File: src/rtl/fsr_pkg.sv
`default_nettype none
// ----------------------------------------------------------------------------
// Fan speed regulator package
// Shared widths, reset values, operation codes and register indexes.
// ----------------------------------------------------------------------------
package fsr_pkg;

	localparam int TEMP_W     = 10;
	localparam int DUTY_W     = 8;
	localparam int CFG_DATA_W = 10;
	localparam int MAG_W      = 19;
	localparam int DIVR_W     = 10;
	localparam int DIV_CNT_W  = 5;
	localparam int HYST_SHIFT = 3;

	localparam logic [DUTY_W-1:0] TARGET_RESET = 8'd24;
	localparam logic [DUTY_W-1:0] OUTPUT_RESET = 8'd64;
	localparam logic signed [TEMP_W-1:0] TEMP_LOW_RESET  = 10'sd160;
	localparam logic signed [TEMP_W-1:0] TEMP_HIGH_RESET = 10'sd240;
	localparam logic [DUTY_W-1:0] DUTY_MIN_RESET = 8'd24;
	localparam logic [DUTY_W-1:0] DUTY_MAX_RESET = 8'd160;

	localparam logic OP_TEMP = 1'b0;
	localparam logic OP_TICK = 1'b1;

	typedef enum logic [1:0] {
		REG_TEMP_LOW  = 2'd0,
		REG_TEMP_HIGH = 2'd1,
		REG_DUTY_MIN  = 2'd2,
		REG_DUTY_MAX  = 2'd3
	} reg_idx_t;

	typedef struct packed {
		logic start;
		logic done;
	} div_ctl_t;

endpackage
`default_nettype wire

File: src/rtl/fsr_div.sv
`default_nettype none
// ----------------------------------------------------------------------------
// Fan speed regulator divider
// Restoring unsigned divider, one quotient bit per cycle.
// ----------------------------------------------------------------------------
module fsr_div (
	input  wire logic                      clk,
	input  wire logic                      arst_n,
	input  wire logic                      start,
	input  wire logic [fsr_pkg::MAG_W-1:0] dividend,
	input  wire logic [fsr_pkg::DIVR_W-1:0] divisor,
	output logic                           done,
	output logic [fsr_pkg::MAG_W-1:0]      quotient
);
	import fsr_pkg::*;

	logic [DIVR_W-1:0]    rem_q;
	logic [MAG_W-1:0]     quo_q;
	logic [DIV_CNT_W-1:0] cnt_q;
	logic                 done_q;
	logic [DIVR_W:0]      trial;
	logic                 fits;

	assign trial = {rem_q, quo_q[MAG_W-1]};
	assign fits  = trial >= {1'b0, divisor};

	always_ff @(posedge clk or negedge arst_n) begin
		if (!arst_n) begin
			cnt_q  <= '0;
			done_q <= 1'b0;
		end else begin
			done_q <= 1'b0;
			if (start) begin
				cnt_q <= DIV_CNT_W'(MAG_W);
			end else if (cnt_q != '0) begin
				cnt_q <= cnt_q - 1'b1;
				if (cnt_q == DIV_CNT_W'(1)) begin
					done_q <= 1'b1;
				end
			end
		end
	end

	always_ff @(posedge clk) begin
		if (start) begin
			rem_q <= '0;
			quo_q <= dividend;
		end else if (cnt_q != '0) begin
			rem_q <= fits ? DIVR_W'(trial - {1'b0, divisor}) : trial[DIVR_W-1:0];
			quo_q <= {quo_q[MAG_W-2:0], fits};
		end
	end

	assign done     = done_q;
	assign quotient = quo_q;

endmodule
`default_nettype wire

File: src/rtl/fan_speed_regulator_hysteresis.sv
`default_nettype none
// ----------------------------------------------------------------------------
// Fan speed regulator with hysteresis and slew limiting
// Maps the hotter of two temperature readings onto a fan duty target and
// steps the output duty toward that target on each tick.
// ----------------------------------------------------------------------------
// A tick item goes straight to the done state and keeps the block busy until
// it is ready again. A temperature item ends early when the window is empty,
// after one divider pass when the target rises, and after a second divider
// pass when the hysteresis bound is evaluated as well; the serial divider,
// used once per bound, sets the time a temperature item takes. The block takes
// one item at a time and is not ready while an item is at work; a finished
// result waits in the output register while the next item is taken.
module fan_speed_regulator_hysteresis (
	input  wire logic                            clk,
	input  wire logic                            arst_n,
	input  wire logic                            s_axis_tvalid,
	output logic                                 s_axis_tready,
	// temp_a [9:0], temp_b [19:10], zero fill [23:20]
	input  wire logic [23:0]                     s_axis_tdata,
	// op [0]
	input  wire logic                            s_axis_tuser,
	output logic                                 m_axis_tvalid,
	input  wire logic                            m_axis_tready,
	// duty [7:0], target [15:8]
	output logic [15:0]                          m_axis_tdata,
	input  wire logic                            cfg_valid,
	output logic                                 cfg_ready,
	input  wire fsr_pkg::reg_idx_t               cfg_index,
	input  wire logic [fsr_pkg::CFG_DATA_W-1:0]  cfg_data
);
	import fsr_pkg::*;

	typedef enum logic [2:0] {
		ST_IDLE,
		ST_PREP,
		ST_MUL,
		ST_DIVS,
		ST_DIV,
		ST_EVAL,
		ST_DONE
	} state_t;

	state_t state_q;

	logic signed [TEMP_W-1:0] temp_low_q;
	logic signed [TEMP_W-1:0] temp_high_q;
	logic [DUTY_W-1:0]        duty_min_q;
	logic [DUTY_W-1:0]        duty_max_q;
	logic [DUTY_W-1:0]        target_q;
	logic [DUTY_W-1:0]        duty_q;

	logic signed [TEMP_W-1:0] t_q;
	logic                     pass_q;
	logic signed [TEMP_W:0]   win_q;
	logic signed [DUTY_W:0]   span_q;
	logic signed [TEMP_W+1:0] d_q;
	logic signed [20:0]       prod_q;
	logic                     m_valid_q;
	logic [15:0]              m_data_q;

	logic signed [TEMP_W-1:0] temp_a;
	logic signed [TEMP_W-1:0] temp_b;
	logic                     in_xfer;
	logic [20:0]              prod_abs;
	logic                     div_start;
	logic                     div_done;
	logic [MAG_W-1:0]         quo;
	logic signed [MAG_W:0]    q_s;
	logic signed [20:0]       m_val;
	logic signed [20:0]       cur;
	logic signed [20:0]       dmin_x;
	logic signed [20:0]       dmax_x;
	logic signed [TEMP_W+1:0] hyst;

	assign temp_a  = s_axis_tdata[9:0];
	assign temp_b  = s_axis_tdata[19:10];
	assign in_xfer = s_axis_tvalid && s_axis_tready;

	assign s_axis_tready = (state_q == ST_IDLE);
	assign cfg_ready     = 1'b1;
	assign m_axis_tvalid = m_valid_q;
	assign m_axis_tdata  = m_data_q;

	assign prod_abs  = prod_q[20] ? 21'(-prod_q) : prod_q;
	assign div_start = (state_q == ST_DIVS);

	fsr_div u_div (
		.clk      (clk),
		.arst_n   (arst_n),
		.start    (div_start),
		.dividend (prod_abs[MAG_W-1:0]),
		.divisor  (win_q[DIVR_W-1:0]),
		.done     (div_done),
		.quotient (quo)
	);

	assign q_s    = prod_q[20] ? -$signed({1'b0, quo}) : $signed({1'b0, quo});
	assign dmin_x = $signed({13'd0, duty_min_q});
	assign dmax_x = $signed({13'd0, duty_max_q});
	assign cur    = $signed({13'd0, target_q});
	assign m_val  = $signed({q_s[MAG_W], q_s}) + dmin_x;
	assign hyst   = $signed({{(HYST_SHIFT + 2){1'b0}}, win_q[TEMP_W-1:HYST_SHIFT]});

	always_ff @(posedge clk or negedge arst_n) begin
		if (!arst_n) begin
			state_q     <= ST_IDLE;
			temp_low_q  <= TEMP_LOW_RESET;
			temp_high_q <= TEMP_HIGH_RESET;
			duty_min_q  <= DUTY_MIN_RESET;
			duty_max_q  <= DUTY_MAX_RESET;
			target_q    <= TARGET_RESET;
			duty_q      <= OUTPUT_RESET;
			m_valid_q   <= 1'b0;
			m_data_q    <= '0;
			pass_q      <= 1'b0;
			t_q         <= '0;
			win_q       <= '0;
			span_q      <= '0;
			d_q         <= '0;
			prod_q      <= '0;
		end else begin
			if (cfg_valid && cfg_ready) begin
				case (cfg_index)
					REG_TEMP_LOW:  temp_low_q  <= cfg_data[TEMP_W-1:0];
					REG_TEMP_HIGH: temp_high_q <= cfg_data[TEMP_W-1:0];
					REG_DUTY_MIN:  duty_min_q  <= cfg_data[DUTY_W-1:0];
					REG_DUTY_MAX:  duty_max_q  <= cfg_data[DUTY_W-1:0];
					default: ;
				endcase
			end

			if (m_valid_q && m_axis_tready && (state_q != ST_DONE)) begin
				m_valid_q <= 1'b0;
			end

			case (state_q)
				ST_IDLE: begin
					if (in_xfer) begin
						if (s_axis_tuser == OP_TICK) begin
							if (duty_q < target_q) begin
								duty_q <= duty_q + 1'b1;
							end else if (duty_q > target_q) begin
								duty_q <= duty_q - 1'b1;
							end
							state_q <= ST_DONE;
						end else begin
							t_q     <= (temp_b > temp_a) ? temp_b : temp_a;
							state_q <= ST_PREP;
						end
					end
				end
				ST_PREP: begin
					win_q  <= {temp_high_q[TEMP_W-1], temp_high_q}
						- {temp_low_q[TEMP_W-1], temp_low_q};
					span_q <= $signed({1'b0, duty_max_q}) - $signed({1'b0, duty_min_q});
					d_q    <= {{2{t_q[TEMP_W-1]}}, t_q} - {{2{temp_low_q[TEMP_W-1]}}, temp_low_q};
					pass_q <= 1'b0;
					state_q <= ST_MUL;
				end
				ST_MUL: begin
					if (win_q[TEMP_W] || (win_q == '0)) begin
						target_q <= duty_max_q;
						state_q  <= ST_DONE;
					end else begin
						prod_q  <= $signed({{9{d_q[TEMP_W+1]}}, d_q})
							* $signed({{12{span_q[DUTY_W]}}, span_q});
						state_q <= ST_DIVS;
					end
				end
				ST_DIVS: begin
					state_q <= ST_DIV;
				end
				ST_DIV: begin
					if (div_done) begin
						state_q <= ST_EVAL;
					end
				end
				ST_EVAL: begin
					if (!pass_q) begin
						if (m_val > cur) begin
							target_q <= (m_val > dmax_x) ? duty_max_q : m_val[DUTY_W-1:0];
							state_q  <= ST_DONE;
						end else begin
							d_q     <= d_q + hyst;
							pass_q  <= 1'b1;
							state_q <= ST_MUL;
						end
					end else begin
						if (m_val < cur) begin
							target_q <= (m_val < dmin_x) ? duty_min_q : m_val[DUTY_W-1:0];
						end
						state_q <= ST_DONE;
					end
				end
				ST_DONE: begin
					if (!m_valid_q || m_axis_tready) begin
						m_valid_q <= 1'b1;
						m_data_q  <= {target_q, duty_q};
						state_q   <= ST_IDLE;
					end
				end
				default: begin
					state_q <= ST_IDLE;
				end
			endcase
		end
	end

endmodule
`default_nettype wire

File: config.mk
export PLATFORM = sky130hd
export DESIGN_NAME = fan_speed_regulator_hysteresis
export DESIGN_NICKNAME = d
export VERILOG_FILES = /design/src/rtl/fsr_pkg.sv /design/src/rtl/fsr_div.sv /design/src/rtl/fan_speed_regulator_hysteresis.sv
export SDC_FILE = /design/constraint.sdc
export NUM_CORES = 1
export LEC_CHECK = 0
export ABC_AREA = 0
export ABC_CLOCK_PERIOD_IN_PS = 9000
export BUFFER_PORTS_ARGS = -buffer_cell sky130_fd_sc_hd__buf_4
export CAP_MARGIN = 20
export CORE_MARGIN = 2
export CORE_UTILIZATION = 64
export DETAILED_ROUTE_END_ITERATION = 7
export PLACE_DENSITY = 0.82
export REMOVE_ABC_BUFFERS = 1
export SLEW_MARGIN = 20
export SYNTH_ARGS = -nofsm -noshare
export SYNTH_HDL_FRONTEND = slang
export SYNTH_HIERARCHICAL = 1
export SYNTH_SLANG_ARGS = --single-unit
File: constraint.sdc
create_clock -name clk -period 9 [get_ports clk]
set_clock_uncertainty 0.15 [all_clocks]
set_input_delay 0 -clock clk [delete_from_list [all_inputs] [get_ports clk]]
set_output_delay 0 -clock clk [all_outputs]
set_load 0.02 [all_outputs]
Word-level counts from Yosys, hierarchy flattened
Index checks and enable logic that the tools add are counted.
{ "totals": {"out_inout_bits": 19, "input_bits": 42, "elab_cells": 122, "reg_bits": 171} }
{ "classes": {"mul": 1, "bitwise_logic": 2, "reduce_logical": 25, "eq_ne": 19, "order_cmp": 8, "addsub": 11, "muxes": 37} }
{ "op_table": {"columns": ["operator", "count"], "rows": [
  ["$mux 8", 8],
  ["$mux 19", 3],
  ["$gt 21x9->1", 2],
  ["$lt 21x9->1", 2],
  ["$mux 12", 2],
  ["$pmux 12 s2", 1],
  ["$sub 10x10->11", 2],
  ["$add 20x9->21", 1],
  ["$mul 12x9->21", 1],
  ["$mux 3", 7],
  ["$pmux 3 s7", 1],
  ["$mux 10", 2],
  ["$mux 20", 1],
  ["$neg 19->20", 1],
  ["$neg 19->19", 1],
  ["$pmux 8 s2", 1],
  ["$add 12x8->12", 1],
  ["$reduce_and 2->1", 6],
  ["$ge 11x10->1", 1],
  ["$logic_not 11->1", 1],
  ["$gt 10x10->1", 1],
  ["$mux 5", 2],
  ["$sub 10x10->10", 1],
  ["$eq 3x3->1 const B", 3],
  ["26 further kinds", 51]
]} }

Logic depth before layout (Yosys ltp)
{ "logic_depth": {"depth_word": 8, "mapped_depth": 24, "depth_no_buf": 23} }

Hierarchy
The synthesis kept the hierarchy.
{ "by_module_without_submodules": {"columns": ["mod", "instances", "area_each_um2", "cells_per_inst", "seq_area_each_um2"], "rows": [
  ["fan_speed_regulator_hysteresis", 1, 13765.7, 1503, 3394.5],
  ["fsr_div", 1, 2237.1, 223, 920.9]
]} }

Worst setup path before layout
Ideal clock, no wire load.
{ "synth_timing": {"path_type": "reg2reg", "start": "register d_q[0]", "end": "register prod_q[20]", "t_arrival_ps": 5729, "path_stages_with_launch": 20, "t_required_ps": 8724, "setup_time_ps": 126, "synth_period_minus_slack_ps": 6004, "path_buffers": 1, "slack_ps": 2996, "path_cell_list": "dfrtp_1 -> clkbuf_1 -> nand2b_1 -> fa_1 -> fa_1 -> inv_1 -> fa_1 -> fa_1 -> fa_1 -> ha_1 -> inv_1 -> o21bai_1 -> a21oi_1 -> o21bai_1 -> a211o_1 -> a2111oi_0 -> nor3_1 -> a2111oi_0 -> mux2i_1 -> nand2_1"} }
{ "synth_via": {"elab_chain_len": 1} }
{ "synth_rtl": {"columns": ["item", "line_no", "rtl"], "rows": [
  ["start: declaration", "fan_speed_regulator_hysteresis.sv:57", "logic signed [TEMP_W+1:0] d_q;"],
  ["start signal: assignment", "fan_speed_regulator_hysteresis.sv:157", "d_q <= {{2{t_q[TEMP_W-1]}}, t_q} - {{2{temp_low_q[TEMP_W-1]}}, temp_low_q};"],
  ["start signal: assignment", "fan_speed_regulator_hysteresis.sv:185", "d_q <= d_q + hyst;"],
  ["$mul 12x9->21", "fan_speed_regulator_hysteresis.sv:167", "* $signed({{12{span_q[DUTY_W]}}, span_q});"],
  ["end signal: assignment", "fan_speed_regulator_hysteresis.sv:166", "prod_q <= $signed({{9{d_q[TEMP_W+1]}}, d_q})"],
  ["end: declaration", "fan_speed_regulator_hysteresis.sv:58", "logic signed [20:0] prod_q;"]
]} }
No other way between the ends.
A chain may end at the register's enable or synchronous reset.

Worst setup path in the final report
{ "layout_timing": {"start": "register span_q[2]", "end": "register prod_q[20]"} }
{ "layout_via": {"elab_chain_len": 1} }
{ "layout_rtl": {"columns": ["item", "line_no", "rtl"], "rows": [
  ["start: declaration", "fan_speed_regulator_hysteresis.sv:56", "logic signed [DUTY_W:0] span_q;"],
  ["start signal: assignment", "fan_speed_regulator_hysteresis.sv:156", "span_q <= $signed({1'b0, duty_max_q}) - $signed({1'b0, duty_min_q});"],
  ["$mul 12x9->21", "fan_speed_regulator_hysteresis.sv:167", null]
]} }
No other way between the ends.

==> results by group <==
Route
  – Vias: 13200
  – Drt total wl: 40.7 mm
  – Per-cell routed wire length: 19.0 microns
  – Drt first pass iters: 6
  – Remaining DRCs: 0
  – Drt via density: 6.17
  – Post-DRT Antenna Nets: 0
  – Initial DRC count: 974

Die
  – Starting Density: 65.4%
  – Die Wd: 162 microns
  – Die area: 26300 sq um
  – Core Footprint: 24500 sq um
  – Rows: 57
  – Die H: 162 microns
  – IO Count: 61

Worst hold path
  – HP Class: in2reg
  – Hold Path Depth: 3

STA
  – Worst-Margin Slew: 1.13 ns
  – Min cycle time layout: 6.76 ns
  – Fin Setup TNS: 0 ns
  – Worst hold slack: 0.218 ns
  – Post-route clock period utilization: 75.1%
  – Fmax: 148 MHz
  – RSZ-0062 raised after global routing: false
  – Hold Fails Final Rpt: 0
  – Final Max Slew Viols: 0
  – Slew HR: 23.4%
  – Endpoints failing setup: 0

Synth
  – Post-synth EDFFs: 19
  – Syn Area/Cell: 9.27 sq um
  – Synth Warn #: 6
  – Async S/R FF share, synth: 82.9%
  – Post-synthesis cell count: 1726
  – Dominant synthesized flop cell: dfrtp_1
  – Number of distinct library cells after synthesis: 89
  – Seq cells post-synth: 170
  – Sequential element share of the synthesized area: 27.0%
  – Cell area after synthesis: 16000 sq um

Setup path
  – Critical path class: reg2reg
  – Crit start category: flop
  – Worst Setup End Kind: flop
  – Worst Path Max Fanout: 13
  – CP arrival: 6.93 ns
  – Required time worst endpoint: 9.17 ns
  – Worst r2r path cells: 21

Global route
  – Initial antenna violation count: 1
  – Global route overflow: 0
  – Largest net degree at the start of global routing: 75
  – Global-route usage over all layers: 32.0%
  – First-pass GRT wire length: 67.1 mm
  – Number of global-route vias before repair: 13500

Placed design
  – HPWL Detailed: 28.3 mm
  – Global placement routability congestion: 0.953
  – Port-buffer cells: 55

CTS
  – Clock root cell: clkbuf_16
  – Clock Latency Late Sink: 0.44 ns
  – CTS max path bufs: 2
  – Hold Buf Count CTS: 64
  – CTS resizes: 0
  – CTS tree: built
  – Clk sinks: 170
  – Clock transition at the registers of the reported paths: 0.09 ns
  – H-tree levels: 4
  – CTS Buf Count: 17
  – Setup bufs post-CTS: 0

Cells and area
  – Fin util: 72.9%
  – Most frequent cells in the layout: 204 x inv_1, 151 x ha_1, 143 x nand2_1
  – Share of layout cells above drive strength 1: 12.4%
  – Layout Nets: 2093
  – Syn-to-layout area delta: 11.4%
  – Commonest non-fill, non-tap cell in the layout: inv_1
  – Fillers: 1659

Run
  – Max-cap viol count: 0

Outcome
  – Outcome: finished, final reports clean
flip-flops by register name, summed over array words and instances, names as in the netlist:
| signal | count |
|---|---|
| prod_q | 20 |
| u_div/quotient | 19 |
| m_axis_tdata | 16 |
| d_q | 12 |
| win_q | 11 |
| t_q | 10 |
| temp_high_q | 10 |
| temp_low_q | 10 |
| u_div/rem_q | 10 |
| span_q | 9 |
| duty_max_q | 8 |
| duty_min_q | 8 |
| duty_q | 8 |
| target_q | 8 |
| u_div/cnt_q | 5 |
| state_q | 3 |
| m_axis_tvalid | 1 |
| pass_q | 1 |
| u_div/done | 1 |
logic make-up (layout without fill, tap and decap cells):
logic type	after synthesis	after routing	share of synthesized area, %
xor+xnor	88	88	4.86
compound gates	368	368	15.3
fa+ha+maj	249	249	24.1
buf+inv	274	363	6.79
other cells	1	2	0.0234
mux	90	90	6.22
flops	170	170	27.0
simple gates	486	486	15.8
critical path, cell delays in order (launching register included):
cell	delay [ns]
dfrtp_1	0.65
nand2_1	0.17
fa_1	0.57
inv_1	0.06
fa_1	0.48
ha_1	0.30
inv_1	0.05
fa_1	0.54
inv_1	0.05
ha_1	0.34
ha_1	0.31
a21o_1	0.16
a21oi_1	0.30
o21bai_1	0.14
a21oi_1	0.27
o21bai_1	0.12
a211o_1	0.33
a2111oi_0	0.72
nor3_1	0.14
a2111oi_0	0.49
mux2i_1	0.24
nand2_1	0.06
per-stage QoR:
stage,instances,setup WS (ns),instance area (sq um)
finish,2140,2.24,17800
global route,2140,1.89,17800
CTS,2139,2.34,17800
detailed placement,2043,2.53,16600
global placement,2043,2.60,16600
floorplan,1656,3.08,15700
synth_stat cells, drive strengths merged (25+ instances only):
cell	instances	area share (%)
xnor2	63	3.4
xor2	25	1.4
dfrtp	128	20
ha	151	12
mux2	76	5.3
nand2b	25	0.98
o21ai	100	3.2
nor2	85	2.0
nor2b	25	0.98
nand2	143	3.4
nor3	25	0.78
nand3	28	0.88
clkbuf	52	1.2
fa	98	12
and2	62	2.4
a21o	32	1.5
a21oi	93	3.0
inv	204	4.8
layout make-up:
type,instances,area [sq um],area share [%]
sequential,170,4320,24.2
clock inverter,15,174,0.976
inverter,204,766,4.30
multi-input combinational,1282,10600,59.6
tap,324,405,2.27
clock buffer,17,425,2.39
timing repair buffer,127,1120,6.27
antenna,1,2.50,0.0140
final timing paths:
kind,from,to,slack (ns)
max,span_q[2],prod_q[20],2.24
min,cfg_data[9],temp_high_q[9],0.22
max reg2reg,span_q[2],prod_q[20],2.24
min reg2reg,target_q[4],target_q[4],0.35
max in group asynchronous,arst_n,t_q[3],6.83
min in group asynchronous,arst_n,m_axis_tvalid,0.48
layer usage:
metal	vias to the layer above	GRT usage (%)	share of wire [%]
li1	6109	-	-
met1	6449	40.5	41
met2	518	55.8	50
met3	122	4.32	5.6
met4	0	13.0	3.5
met5	-	0	0
Power is left out: the tool's default activity adds up to more than one toggle a clock period on the data nets, which glitch-free logic cannot reach.
